### src/hw/rtl/ble_pkg.sv
// Package: widths, codes and shared types of the bounded array list engine.
package ble_pkg;

    localparam int CAPACITY = 16;
    localparam int ADDR_W   = $clog2(CAPACITY);
    localparam int CNT_W    = $clog2(CAPACITY + 1);
    localparam int FUNC_W   = 4;
    localparam int POS_W    = 5;
    localparam int DATA_W   = 32;
    localparam int STAT_W   = 2;

    typedef enum logic [FUNC_W-1:0] {
        OP_PUSH_BACK = 4'd0,
        OP_POP_BACK  = 4'd1,
        OP_READ      = 4'd2,
        OP_WRITE     = 4'd3,
        OP_INSERT    = 4'd4,
        OP_ERASE     = 4'd5,
        OP_FRONT     = 4'd6,
        OP_BACK      = 4'd7,
        OP_RESIZE    = 4'd8,
        OP_CLEAR     = 4'd9
    } op_t;

    typedef enum logic [STAT_W-1:0] {
        STAT_OK    = 2'd0,
        STAT_RANGE = 2'd1,
        STAT_FULL  = 2'd2
    } status_t;

    typedef enum logic [2:0] {
        S_IDLE,
        S_EXEC,
        S_SHIFT,
        S_PUT,
        S_FILL,
        S_RDWAIT,
        S_POST
    } state_t;

    // write data source for the element store
    typedef enum logic [1:0] {
        WSEL_DATA,
        WSEL_MOVE,
        WSEL_ZERO
    } wsel_t;

    typedef struct packed {
        logic              we;
        logic [ADDR_W-1:0] waddr;
        wsel_t             wsel;
        logic              re;
        logic [ADDR_W-1:0] raddr;
    } mem_req_t;

    typedef struct packed {
        logic               valid;
        logic [DATA_W-1:0]  value;
        logic [CNT_W-1:0]   total;
        status_t            status;
    } res_t;

endpackage

### src/hw/rtl/ble_if.sv
// Interfaces: request and response channels of the bounded array list engine.
interface ble_req_if;
    import ble_pkg::*;

    logic                     valid;
    logic                     ready;
    logic [FUNC_W-1:0]        func;
    logic [POS_W-1:0]         position;
    logic signed [DATA_W-1:0] data_value;

    modport source (output valid, output func, output position, output data_value,
                    input ready);
    modport sink   (input valid, input func, input position, input data_value,
                    output ready);
endinterface

interface ble_rsp_if;
    import ble_pkg::*;

    logic                     valid;
    logic                     ready;
    logic signed [DATA_W-1:0] read_value;
    logic [CNT_W-1:0]         item_total;
    logic [STAT_W-1:0]        status;

    modport source (output valid, output read_value, output item_total, output status,
                    input ready);
    modport sink   (input valid, input read_value, input item_total, input status,
                    output ready);
endinterface

### src/hw/rtl/ble_store.sv
// Element store: single write port, single registered read port.
module ble_store (
    input  logic                             clk,
    input  ble_pkg::mem_req_t                req,
    input  logic signed [ble_pkg::DATA_W-1:0] wr_value,
    output logic signed [ble_pkg::DATA_W-1:0] rd_value
);
    import ble_pkg::*;

    logic signed [DATA_W-1:0] mem [CAPACITY];
    logic signed [DATA_W-1:0] rdata_reg;
    logic signed [DATA_W-1:0] wdata;

    always_comb
    begin
        case (req.wsel)
            WSEL_DATA: wdata = wr_value;
            WSEL_MOVE: wdata = rdata_reg;
            default:   wdata = '0;
        endcase
    end

    // read data only moves on a read, so a later move can still use it
    always_ff @(posedge clk)
    begin
        if (req.we)
        begin
            mem[req.waddr] <= wdata;
        end
        if (req.re)
        begin
            rdata_reg <= mem[req.raddr];
        end
    end

    assign rd_value = rdata_reg;

endmodule

### src/hw/rtl/ble_seq.sv
// Sequencer: request decode, shared index step/compare unit and count.
module ble_seq (
    input  logic                              clk,
    input  logic                              rst_n,
    input  logic                              accept,
    input  logic [ble_pkg::FUNC_W-1:0]        func,
    input  logic [ble_pkg::POS_W-1:0]         position,
    input  logic signed [ble_pkg::DATA_W-1:0] data_value,
    input  logic                              out_free,
    input  logic signed [ble_pkg::DATA_W-1:0] rd_value,
    output logic                              in_ready,
    output ble_pkg::mem_req_t                 mem_req,
    output logic signed [ble_pkg::DATA_W-1:0] wr_value,
    output ble_pkg::res_t                     res
);
    import ble_pkg::*;

    localparam logic [CNT_W-1:0] CAP_CNT = CNT_W'(CAPACITY);

    state_t                   state_reg, state_next;
    logic [CNT_W-1:0]         count_reg, count_next;
    logic                     wpend_reg, wpend_next;
    logic [ADDR_W-1:0]        waddr_reg, waddr_next;
    logic [CNT_W-1:0]         idx_reg, idx_next;
    logic signed [DATA_W-1:0] res_value_reg, res_value_next;
    status_t                  res_status_reg, res_status_next;
    op_t                      func_reg;
    logic [POS_W-1:0]         pos_reg;
    logic signed [DATA_W-1:0] data_reg;

    // shared step unit: one +/-1 adder and one compare per cycle
    logic             step_down;
    logic [CNT_W-1:0] idx_step;
    logic             step_go;
    logic             pos_oob;

    assign step_down = (func_reg == OP_INSERT);
    assign idx_step  = step_down ? idx_reg - 1'b1 : idx_reg + 1'b1;
    assign pos_oob   = (CNT_W'(pos_reg) >= count_reg);

    always_comb
    begin
        case (func_reg)
            OP_INSERT: step_go = (idx_reg > CNT_W'(pos_reg));
            OP_ERASE:  step_go = (idx_step < count_reg);
            default:   step_go = (idx_reg < CNT_W'(pos_reg));
        endcase
    end

    // next state
    always_comb
    begin
        state_next = state_reg;
        case (state_reg)
            S_IDLE:
            begin
                if (accept)
                begin
                    state_next = S_EXEC;
                end
            end
            S_EXEC:
            begin
                case (func_reg)
                    OP_READ:   state_next = pos_oob ? S_POST : S_RDWAIT;
                    OP_FRONT,
                    OP_BACK:   state_next = (count_reg == '0) ? S_POST : S_RDWAIT;
                    OP_INSERT: state_next = ((CNT_W'(pos_reg) > count_reg) ||
                                             (count_reg >= CAP_CNT)) ? S_POST : S_SHIFT;
                    OP_ERASE:  state_next = pos_oob ? S_POST : S_SHIFT;
                    OP_RESIZE: state_next = (CNT_W'(pos_reg) > CAP_CNT) ? S_POST : S_FILL;
                    default:   state_next = S_POST;
                endcase
            end
            S_SHIFT:
            begin
                if (!step_go)
                begin
                    state_next = (func_reg == OP_INSERT) ? S_PUT : S_POST;
                end
            end
            S_PUT:    state_next = S_POST;
            S_FILL:
            begin
                if (!step_go)
                begin
                    state_next = S_POST;
                end
            end
            S_RDWAIT: state_next = S_POST;
            S_POST:
            begin
                if (out_free)
                begin
                    state_next = S_IDLE;
                end
            end
            default:  state_next = S_IDLE;
        endcase
    end

    // outputs and datapath next values
    always_comb
    begin
        in_ready        = 1'b0;
        mem_req         = '0;
        mem_req.wsel    = WSEL_DATA;
        count_next      = count_reg;
        wpend_next      = wpend_reg;
        waddr_next      = waddr_reg;
        idx_next        = idx_reg;
        res_value_next  = res_value_reg;
        res_status_next = res_status_reg;
        case (state_reg)
            S_IDLE:
            begin
                in_ready = 1'b1;
            end
            S_EXEC:
            begin
                res_value_next  = '0;
                res_status_next = STAT_OK;
                wpend_next      = 1'b0;
                case (func_reg)
                    OP_PUSH_BACK:
                    begin
                        if (count_reg >= CAP_CNT)
                        begin
                            res_status_next = STAT_FULL;
                        end
                        else
                        begin
                            mem_req.we    = 1'b1;
                            mem_req.waddr = count_reg[ADDR_W-1:0];
                            count_next    = count_reg + 1'b1;
                        end
                    end
                    OP_POP_BACK:
                    begin
                        if (count_reg != '0)
                        begin
                            count_next = count_reg - 1'b1;
                        end
                    end
                    OP_READ:
                    begin
                        if (pos_oob)
                        begin
                            res_status_next = STAT_RANGE;
                        end
                        else
                        begin
                            mem_req.re    = 1'b1;
                            mem_req.raddr = pos_reg[ADDR_W-1:0];
                        end
                    end
                    OP_WRITE:
                    begin
                        if (pos_oob)
                        begin
                            res_status_next = STAT_RANGE;
                        end
                        else
                        begin
                            mem_req.we    = 1'b1;
                            mem_req.waddr = pos_reg[ADDR_W-1:0];
                        end
                    end
                    OP_INSERT:
                    begin
                        if (CNT_W'(pos_reg) > count_reg)
                        begin
                            res_status_next = STAT_RANGE;
                        end
                        else if (count_reg >= CAP_CNT)
                        begin
                            res_status_next = STAT_FULL;
                        end
                        idx_next = count_reg;
                    end
                    OP_ERASE:
                    begin
                        if (pos_oob)
                        begin
                            res_status_next = STAT_RANGE;
                        end
                        idx_next = CNT_W'(pos_reg);
                    end
                    OP_FRONT,
                    OP_BACK:
                    begin
                        if (count_reg == '0)
                        begin
                            res_status_next = STAT_RANGE;
                        end
                        else
                        begin
                            mem_req.re    = 1'b1;
                            mem_req.raddr = (func_reg == OP_FRONT) ? '0 :
                                            count_reg[ADDR_W-1:0] - 1'b1;
                        end
                    end
                    OP_RESIZE:
                    begin
                        if (CNT_W'(pos_reg) > CAP_CNT)
                        begin
                            res_status_next = STAT_FULL;
                        end
                        idx_next = count_reg;
                    end
                    OP_CLEAR:
                    begin
                        count_next = '0;
                    end
                    default:
                    begin
                    end
                endcase
            end
            S_SHIFT:
            begin
                // move the word read last cycle, fetch the next one
                if (wpend_reg)
                begin
                    mem_req.we    = 1'b1;
                    mem_req.waddr = waddr_reg;
                    mem_req.wsel  = WSEL_MOVE;
                end
                if (step_go)
                begin
                    mem_req.re    = 1'b1;
                    mem_req.raddr = idx_step[ADDR_W-1:0];
                    wpend_next    = 1'b1;
                    waddr_next    = idx_reg[ADDR_W-1:0];
                    idx_next      = idx_step;
                end
                else
                begin
                    wpend_next = 1'b0;
                    if (func_reg == OP_ERASE)
                    begin
                        count_next = count_reg - 1'b1;
                    end
                end
            end
            S_PUT:
            begin
                mem_req.we    = 1'b1;
                mem_req.waddr = pos_reg[ADDR_W-1:0];
                count_next    = count_reg + 1'b1;
            end
            S_FILL:
            begin
                if (step_go)
                begin
                    mem_req.we    = 1'b1;
                    mem_req.waddr = idx_reg[ADDR_W-1:0];
                    mem_req.wsel  = WSEL_ZERO;
                    idx_next      = idx_step;
                end
                else
                begin
                    count_next = CNT_W'(pos_reg);
                end
            end
            S_RDWAIT:
            begin
                res_value_next = rd_value;
            end
            default:
            begin
            end
        endcase
    end

    assign wr_value   = data_reg;
    assign res.valid  = (state_reg == S_POST) && out_free;
    assign res.value  = res_value_reg;
    assign res.total  = count_reg;
    assign res.status = res_status_reg;

    always_ff @(posedge clk or negedge rst_n)
    begin
        if (!rst_n)
        begin
            state_reg <= S_IDLE;
            count_reg <= '0;
            wpend_reg <= 1'b0;
        end
        else
        begin
            state_reg <= state_next;
            count_reg <= count_next;
            wpend_reg <= wpend_next;
        end
    end

    always_ff @(posedge clk)
    begin
        if (accept)
        begin
            func_reg <= op_t'(func);
            pos_reg  <= position;
            data_reg <= data_value;
        end
        waddr_reg      <= waddr_next;
        idx_reg        <= idx_next;
        res_value_reg  <= res_value_next;
        res_status_reg <= res_status_next;
    end

endmodule

### src/hw/rtl/bounded_array_list_engine.sv
// Top level: bounded array list engine with request/response channels.
//
// A fixed-capacity (16) ordered list of signed 32-bit elements with a live
// count. Each request word on req (func, position, data_value) yields exactly
// one response word on rsp (read_value, item_total, status); both channels
// move a word when valid and ready are high at a rising edge.
// One request is in flight at a time: req.ready is high only while the
// sequencer is idle. The element store has one write and one registered read
// port, and the sequencer steps an index through it with a single +/-1 unit.
// Steps from request to response valid:
//   push/pop/write/clear, unused codes and all error cases: execute, then post
//   read/front/back: execute, wait for the registered read, post
//   insert at position p: execute, shift loop down to p, put, post; erase: execute, shift loop, post
//   resize from n up to m: execute, fill loop (one zero written a cycle), post
// The next word is taken as a response goes valid.
// The response sits in an output register, so the sequencer can finish the
// next request while the receiver stalls; it then waits until that register
// is taken. Reset empties the list (count zero); store contents stay as they
// were and are never read before being written.
module bounded_array_list_engine (
    input  logic       clk,
    input  logic       rst_n,
    ble_req_if.sink    req,
    ble_rsp_if.source  rsp
);
    import ble_pkg::*;

    mem_req_t                 mem_req;
    logic signed [DATA_W-1:0] wr_value;
    logic signed [DATA_W-1:0] rd_value;
    res_t                     res;
    logic                     in_ready;
    logic                     accept;
    logic                     out_free;

    logic                     out_valid_reg;
    logic signed [DATA_W-1:0] out_value_reg;
    logic [CNT_W-1:0]         out_total_reg;
    logic [STAT_W-1:0]        out_status_reg;

    assign accept   = req.valid && in_ready;
    assign out_free = !out_valid_reg || rsp.ready;
    assign req.ready = in_ready;

    ble_seq u_seq (
        .clk        (clk),
        .rst_n      (rst_n),
        .accept     (accept),
        .func       (req.func),
        .position   (req.position),
        .data_value (req.data_value),
        .out_free   (out_free),
        .rd_value   (rd_value),
        .in_ready   (in_ready),
        .mem_req    (mem_req),
        .wr_value   (wr_value),
        .res        (res)
    );

    ble_store u_store (
        .clk      (clk),
        .req      (mem_req),
        .wr_value (wr_value),
        .rd_value (rd_value)
    );

    // response register
    always_ff @(posedge clk or negedge rst_n)
    begin
        if (!rst_n)
        begin
            out_valid_reg <= 1'b0;
        end
        else if (res.valid)
        begin
            out_valid_reg <= 1'b1;
        end
        else if (rsp.ready)
        begin
            out_valid_reg <= 1'b0;
        end
    end

    always_ff @(posedge clk)
    begin
        if (res.valid)
        begin
            out_value_reg  <= res.value;
            out_total_reg  <= res.total;
            out_status_reg <= res.status;
        end
    end

    assign rsp.valid      = out_valid_reg;
    assign rsp.read_value = out_value_reg;
    assign rsp.item_total = out_total_reg;
    assign rsp.status     = out_status_reg;

endmodule

### src/flat_wrapper.sv
// flat-port wrapper written by rule: the top's interface ports become plain ports
module bounded_array_list_engine_flat import ble_pkg::*;
  (clk, rst_n, req_valid, req_func, req_position, req_data_value, req_ready, rsp_valid, rsp_read_value, rsp_item_total, rsp_status, rsp_ready);
  ble_req_if req_i ();
  ble_rsp_if rsp_i ();
  input  logic clk;
  input  logic rst_n;
  input wire logic [$bits(req_i.valid)-1:0] req_valid;
  input wire logic [$bits(req_i.func)-1:0] req_func;
  input wire logic [$bits(req_i.position)-1:0] req_position;
  input wire logic [$bits(req_i.data_value)-1:0] req_data_value;
  output wire logic [$bits(req_i.ready)-1:0] req_ready;
  output wire logic [$bits(rsp_i.valid)-1:0] rsp_valid;
  output wire logic [$bits(rsp_i.read_value)-1:0] rsp_read_value;
  output wire logic [$bits(rsp_i.item_total)-1:0] rsp_item_total;
  output wire logic [$bits(rsp_i.status)-1:0] rsp_status;
  input wire logic [$bits(rsp_i.ready)-1:0] rsp_ready;
  assign req_i.valid = req_valid;
  assign req_i.func = req_func;
  assign req_i.position = req_position;
  assign req_i.data_value = req_data_value;
  assign req_ready = req_i.ready;
  assign rsp_valid = rsp_i.valid;
  assign rsp_read_value = rsp_i.read_value;
  assign rsp_item_total = rsp_i.item_total;
  assign rsp_status = rsp_i.status;
  assign rsp_i.ready = rsp_ready;
  bounded_array_list_engine u_core (.clk(clk), .rst_n(rst_n), .req(req_i), .rsp(rsp_i));
endmodule
### config.mk
export PLATFORM = sky130hd
export DESIGN_NAME = bounded_array_list_engine_flat
export DESIGN_NICKNAME = d
export VERILOG_FILES = /design/src/hw/rtl/ble_pkg.sv /design/src/hw/rtl/ble_if.sv /design/src/hw/rtl/ble_store.sv /design/src/hw/rtl/ble_seq.sv /design/src/hw/rtl/bounded_array_list_engine.sv /design/src/flat_wrapper.sv
export SDC_FILE = /design/constraint.sdc
export NUM_CORES = 1
export LEC_CHECK = 0
export ABC_AREA = 1
export BUFFER_PORTS_ARGS = -buffer_cell sky130_fd_sc_hd__buf_2
export CORE_AREA = 2 2 233 327
export CTS_BUF_LIST = sky130_fd_sc_hd__clkbuf_8
export CTS_CLUSTER_SIZE = 10
export DETAILED_ROUTE_END_ITERATION = 7
export DIE_AREA = 0 0 235 329
export GPL_TIMING_DRIVEN = 0
export REMOVE_ABC_BUFFERS = 1
export SLEW_MARGIN = 20
export SYNTH_ARGS = -nofsm -noshare
export SYNTH_HDL_FRONTEND = slang
export SYNTH_SLANG_ARGS = --single-unit
### constraint.sdc
create_clock -name clk -period 5.8 [get_ports clk]
set_clock_uncertainty 0.05 [all_clocks]
set_input_delay 0.87 -clock clk [delete_from_list [all_inputs] [get_ports clk]]
set_output_delay 0.87 -clock clk [all_outputs]
set_load 0.02 [all_outputs]
==> impl_metrics.csv, run 1 <==
group,metric,value,unit
floorplan,core,74600,um^2
cts,cts_max_level,3,
timing,drv_slew,0,
global_route,antenna_found_initial,2,
cells_and_area,instances_no_fill,3844,
cells_and_area,register_area,20280,um^2
synth,yosys.area.top_type_share,67.97,%
routing,firstDrtPassIters,6,
timing,setup-violations-final,0,
cts,cts_tree,"yes",
setup_path,slowest_stage,"nor2_4",
place,io_buffers,85,
cells_and_area,final_common_cell,"edfxtp_1",
routing,post_drt_wl_per_cell,20.89,um
job,max_cap_viol_count,0,
setup_path,cp_common_cell,"nand2_1",
synth,ys.flop_type,"edfxtp_1",
routing,top_layer_used,"met4",
setup_path,path_class,"flop to flop",
synth,synthesis.instances,2675,
synth,yosys_warnings,0,
global_route,grt_pass1_wl,119.1,mm
cells_and_area,largest_reg_flops,512,
synth,netlist_area,29470,um^2
routing,num_vias,20440,
routing,routed-wl-met2,40.29,mm
floorplan,die_w,235,um
synth,seq_area_frac_synth,68.82,%
setup_path,path_buf_inv,6,
global_route,track_usage,20.18,%
timing,hold_viol,0,
pwr,power_frac_seq,43.7,%
setup_path,cp_slowest_stage_delay,0.54,ns
routing,wl_met3,5.849,mm
synth,synthTopCellsByArea,"edfxtp_1, nand3_1, nand2_1",
routing,drt-total-wl,80.29,mm
min_path,min_path_type,"input pin to flop",
cts,root_buffer,"clkbuf_8",
pwr,peakVddDrop,0.2156,mV
cells_and_area,multi_input_area,7112,um^2
cts,numCtsBuffers,101,
setup_path,required,6.14,ns
timing,period_minus_slack,5.470,ns
pwr,clkPwrFrac,21.3,%
cts,clock_sinks,677,
cells_and_area,design_area,34210,um^2
min_path,hold_start,"req_position[1]",
pwr,p_sw_share,36.67,%
pwr,internal-power,10.56,mW
synth,synth_area_per_cell,11.02,um^2
place,hpwlAfterDp,47.68,mm
setup_path,cpLargestDelayFamily,"simple AND/OR/NAND/NOR gates",
routing,route.antenna.remaining_nets,0,
setup_path,crit_fanout,12,
cells_and_area,fin_util,45.87,%
cts,clk_pin_slew,0.06,ns
place,dp_cells,3653,
floorplan,die_area,77320,um^2
pwr,powerDensity,487.2,nW/um^2
timing,relSlewSlack,25.11,%
cells_and_area,largest-register,"u_core.u_store.mem",
floorplan,io_pins,86,
floorplan,die_h,329,um
pwr,pwr-share-comb,35.0,%
cts,clock_latency,0.73,ns
cells_and_area,nFillCells,6552,
setup_path,setup.worst_path.start_class,"flop",
routing,drc_errors,0,
cells_and_area,mostFrequentLayoutCells,"edfxtp_1, nand3_1, nand2_1",
status,status,"complete, no violations",
synth,synth_top_area_cell,"edfxtp_1",
timing,tightest_slew,1.122,ns
routing,avgViaCountPerCell,5.318,
place,finalWeightedCongestion,0.8822,
global_route,grt_max_degree,98,
synth,synth-edff-count,667,
synth,yosysUniqueCellTypes,39,
global_route,grt_pass1_vias,20480,
routing,wl_met1,30.52,mm
setup_path,crit_arrival,5.81,ns
routing,drtIter0Drc,1937,
pwr,p_sw,6.112,mW
floorplan,start_util,39.50,%
global_route,grt-ovfl-total,0,
synth,synthArstFlopShare,1.477,%
cts,clk_path_buf_depth,3,
synth,synth_seq_cells,677,
pwr,p_leak,13.70,nW
timing,period_share,94.31,%
timing,max_freq,182.8,MHz
setup_path,critPathLaunch,"u_core.u_seq.func_reg[1]",
setup_path,r2r_start,"u_core.u_seq.func_reg[1]",
setup_path,worst_setup_path_end_kind,"flop",
cells_and_area,fin_nets,2858,
cells_and_area,syn_to_final_growth,16.10,%
floorplan,rows,119,
place,postPlaceCellArea,32330,um^2
cells_and_area,drive_gt1_share,11.55,%
-- layout make-up --
class	instances	share of cell area [%]
Multi-Input combinational cell	1409	20.79
Clock buffer	102	4.103
Inverter	450	4.981
Antenna cell	1	0.007314
Timing Repair Buffer	156	6.144
Tap cell	968	3.540
Sequential cell	677	59.27
Clock inverter	81	1.167
-- metrics by stage --
stage               setup slack [ns]  power, mW  hold WS (ns)   TNS [ns]
floorplan                     -6.287      10.73        0.3503    -201.18
global placement              -13.92      12.59        0.3546   -2474.42
detailed placement            0.2592      13.14        0.3552          0
CTS                           0.2010      16.70        0.2080          0
global route               -0.005515      17.58        0.2440  -0.005515
finish                        0.3301      16.67        0.2751          0
-- logic make-up after synthesis --
group,Yosys count,synth area share (%)
DFF,677,68.82
xor gates and xnor gates,11,0.3779
and+or+nand+nor,1277,20.19
buffers and inverters,591,7.880
adders and majority gates,18,0.7643
AOI/OAI and AO/OA,101,1.966
-- cells in the mapped netlist (3+ instances only) --
cell,count
a21oi_1,19
buf_1,12
buf_2,83
clkbuf_1,46
dfrtp_1,10
edfxtp_1,667
ha_1,18
inv_1,440
inv_2,9
nand2_1,488
nand2_2,3
nand3_1,593
nand3b_1,96
nand4_1,6
nor2_1,82
nor3_1,4
o21ai_0,56
o22ai_1,8
xnor2_1,3
xor2_1,6
-- timing repair --
| item | CTS | global route |
|---|---|---|
| hold endpoints to repair | 10 | 0 |
| gates resized for setup | 0 | 4 |
| hold buffers | 1 | 0 |
| setup endpoints to repair | 0 | 24 |
| setup buffers | 0 | 4 |
-- power groups by stage --
stage / combinational, mW / clock (mW) / sequential [mW]
CTS: 5.79 / 3.63 / 7.28
floorplan: 3.34 / 0 / 7.38
detailed placement: 5.77 / 0 / 7.37
finish: 5.83 / 3.56 / 7.28
global placement: 5.12 / 0 / 7.47
global route: 6.42 / 3.82 / 7.35
-- per-layer routing --
layer  GRT usage [%]  vias to the layer above
met1           23.99                    10090
li1                -                     9327
met5               0                        -
met2           35.40                      817
met4           10.77                        0
met3           3.008                      210
-- worst reg2reg max path, stage by stage, from the launching register on --
cell and delay, ns:
edfxtp_1 0.48, nor2_1 0.24, nand2_2 0.20, xor2_1 0.18, inv_1 0.07, ha_1 0.17
inv_1 0.05, nand2_1 0.11, o32ai_1 0.30, xnor2_1 0.19, inv_1 0.07, ha_1 0.31
nand2_1 0.06, nor2_1 0.11, nand2_1 0.05, nand3_1 0.12, nand3_2 0.27, nand2_1 0.20
nor2_1 0.09, inv_1 0.11, o22ai_1 0.09, nor2_1 0.28, nand2_1 0.33, nor2_4 0.54
buf_16 0.25, buf_16 0.19
-- final timing paths --
check | slack [ns] | cells past startpoint | endpoint
max | 0.33 | 25 | u_core.u_store.mem[6][24]
min | 0.28 | 1 | u_core.u_seq.pos_reg[1]
max in group asynchronous | 4.99 | 2 | u_core.u_seq.wpend_reg
min in group asynchronous | 0.49 | 2 | u_core.rsp.valid
max reg2reg | 0.33 | 25 | u_core.u_store.mem[6][24]
min reg2reg | 0.37 | 0 | u_core.rsp.read_value[21]
No activity file was read; power rests on OpenSTA's default activity.
==> inputs of run 2 (changes only) <==
- BUFFER_PORTS_ARGS: -buffer_cell sky130_fd_sc_hd__buf_2 -> unset
- DONT_BUFFER_PORTS: unset -> 1
==> impl_metrics.csv, run 2 (synthesis results as in run 1) <==
group,metric,value,unit
cells_and_area,fin_util,45.32,%
cts,cts_tree,"yes",
cells_and_area,syn_to_final_growth,14.73,%
floorplan,die_area,77320,um^2
global_route,track_usage,19.72,%
cts,clk_pin_slew,0.07,ns
status,status,"complete, no violations",
place,hpwlAfterDp,46.15,mm
floorplan,core,74600,um^2
routing,drtIter0Drc,1817,
global_route,grt.met2_usage,33.97,%
cts,clk_path_buf_depth,3,
global_route,antenna_found_initial,4,
min_path,whs_path_depth,0,
job,max_cap_viol_count,0,
pwr,powerDensity,490.8,nW/um^2
global_route,grt_use_met3,3.897,%
place,io_buffers,0,
setup_path,required,6.16,ns
global_route,grt_pass1_wl,115.6,mm
cells_and_area,mostFrequentLayoutCells,"edfxtp_1, nand3_1, nand2_1",
setup_path,cp_slowest_stage_delay,0.56,ns
timing,drv_slew,0,
routing,avgViaCountPerCell,5.261,
global_route,gr-usage-met1,23.40,%
routing,num_vias,19750,
global_route,top_usage_layer,"met2",
place,dp_cells,3570,
timing,tightest_slew,1.067,ns
cts,cts_max_level,3,
pwr,p_leak,13.37,nW
floorplan,die_w,235,um
floorplan,start_util,39.50,%
cells_and_area,largest_reg_flops,512,
global_route,grt-ovfl-total,0,
setup_path,cp_common_cell,"nand2_1",
global_route,grt_max_degree,116,
setup_path,worst_r2r_path_depth,25,
routing,drt-total-wl,78.06,mm
cts,clock_latency,0.72,ns
setup_path,setup.worst_path.start_class,"flop",
setup_path,rrSetupSlack,0.43,ns
floorplan,io_pins,86,
min_path,min_path_type,"input pin to flop",
timing,setup-violations-final,0,
cells_and_area,largest-register,"u_core.u_store.mem",
cts,numCtsBuffers,101,
routing,firstDrtPassIters,6,
timing,period_share,92.56,%
cells_and_area,fin_nets,2773,
global_route,grt_pass1_vias,19660,
floorplan,die_h,329,um
setup_path,slowest_stage,"nor2_4",
place,finalWeightedCongestion,0.8831,
routing,route.antenna.remaining_nets,0,
cts,root_buffer,"clkbuf_8",
floorplan,rows,119,
setup_path,worst_setup_path_end_kind,"flop",
routing,drc_errors,0,
cells_and_area,instances_no_fill,3755,
pwr,power,16.60,mW
cells_and_area,drive_gt1_share,8.973,%
cts,clock_sinks,677,
cells_and_area,nFillCells,6598,
timing,period_minus_slack,5.368,ns
routing,post_drt_wl_per_cell,20.79,um
timing,relSlewSlack,28.78,%
setup_path,crit_arrival,5.73,ns
timing,rsz0062_at_grt,"false",
setup_path,path_class,"flop to flop",
timing,max_freq,186.3,MHz
cells_and_area,final_common_cell,"edfxtp_1",
setup_path,crit_fanout,13,
pwr,peakVddDrop,0.2718,mV
timing,hold_viol,0,
-- run 2: cell types whose count changed in the layout (fill, tap and decap cells not counted), sizes merged --
cell	before	now
buf	155	70
bufinv	2	3
clkinv	53	43
clkinvlp	2	5
inv	474	476
-- run 2: final timing paths --
path,startpoint,endpoint
max,u_core.u_seq.func_reg[1],u_core.u_store.mem[9][7]
min,req_position[1],u_core.u_seq.pos_reg[1]
max reg2reg,u_core.u_seq.func_reg[1],u_core.u_store.mem[9][7]
min reg2reg,u_core.u_seq.res_value_reg[29],u_core.rsp.read_value[29]
max in group asynchronous,rst_n,u_core.u_seq.state_reg[1]
min in group asynchronous,rst_n,u_core.u_seq.count_reg[0]
-- run 2: critical path, delay by kind of cell (launching register included) --
family / cells / cell delay, ns
compound gates: 2 / 0.63
xor+xnor: 2 / 0.39
fa+ha+maj: 2 / 0.48
buf+inv: 5 / 0.61
flops: 1 / 0.47
simple gates: 14 / 2.39
-- run 2: what timing repair did --
| item | CTS | global route |
|---|---|---|
| hold buffers | 1 | 0 |
| hold endpoints to repair | 10 | 0 |
| buffers inserted | 0 | 2 |
| gates resized for setup | 0 | 1 |
| endpoints found under the setup margin | 0 | 21 |
-- run 2: per-stage QoR --
step | area [um^2] | hold WS [ns] | worst slack, ns | TNS [ns]
final | 33810 | 0.1925 | 0.4316 | 0
after floorplan | 28840 | 0.3503 | -6.287 | -201.18
after CTS | 33750 | 0.1269 | 0.2733 | 0
after detailed placement | 31910 | 0.3545 | 0.3053 | 0
after global placement | 30050 | 0.3525 | -13.90 | -2434.78
after global routing | 33810 | 0.1545 | 0.02520 | 0
-- run 2: area by class of cell --
class | count | area [um^2] | share of cell area, %
multi-input combinational | 1409 | 7113 | 21.04
sequential | 677 | 20280 | 59.98
inverter | 450 | 1699 | 5.026
tap | 968 | 1211 | 3.582
clock inverter | 77 | 435.4 | 1.288
timing repair buffer | 71 | 1664 | 4.922
clock buffer | 102 | 1404 | 4.152
antenna | 1 | 2.502 | 0.007402
-- run 2: layer usage --
| layer | part of all wire, % | routed length (um) |
|---|---|---|
| met1 | 39 | 30430 |
| met2 | 49 | 38550 |
| met3 | 7.0 | 5441 |
| met5 | 0.045 | 35 |
| met4 | 4.6 | 3600 |
-- run 2: power by group --
part	switching, mW	total, mW	leakage (nW)	internal, mW
sequential	0.345	7.35	6.18	7.01
clock	1.83	3.60	1.03	1.78
combinational	3.88	5.64	6.16	1.75
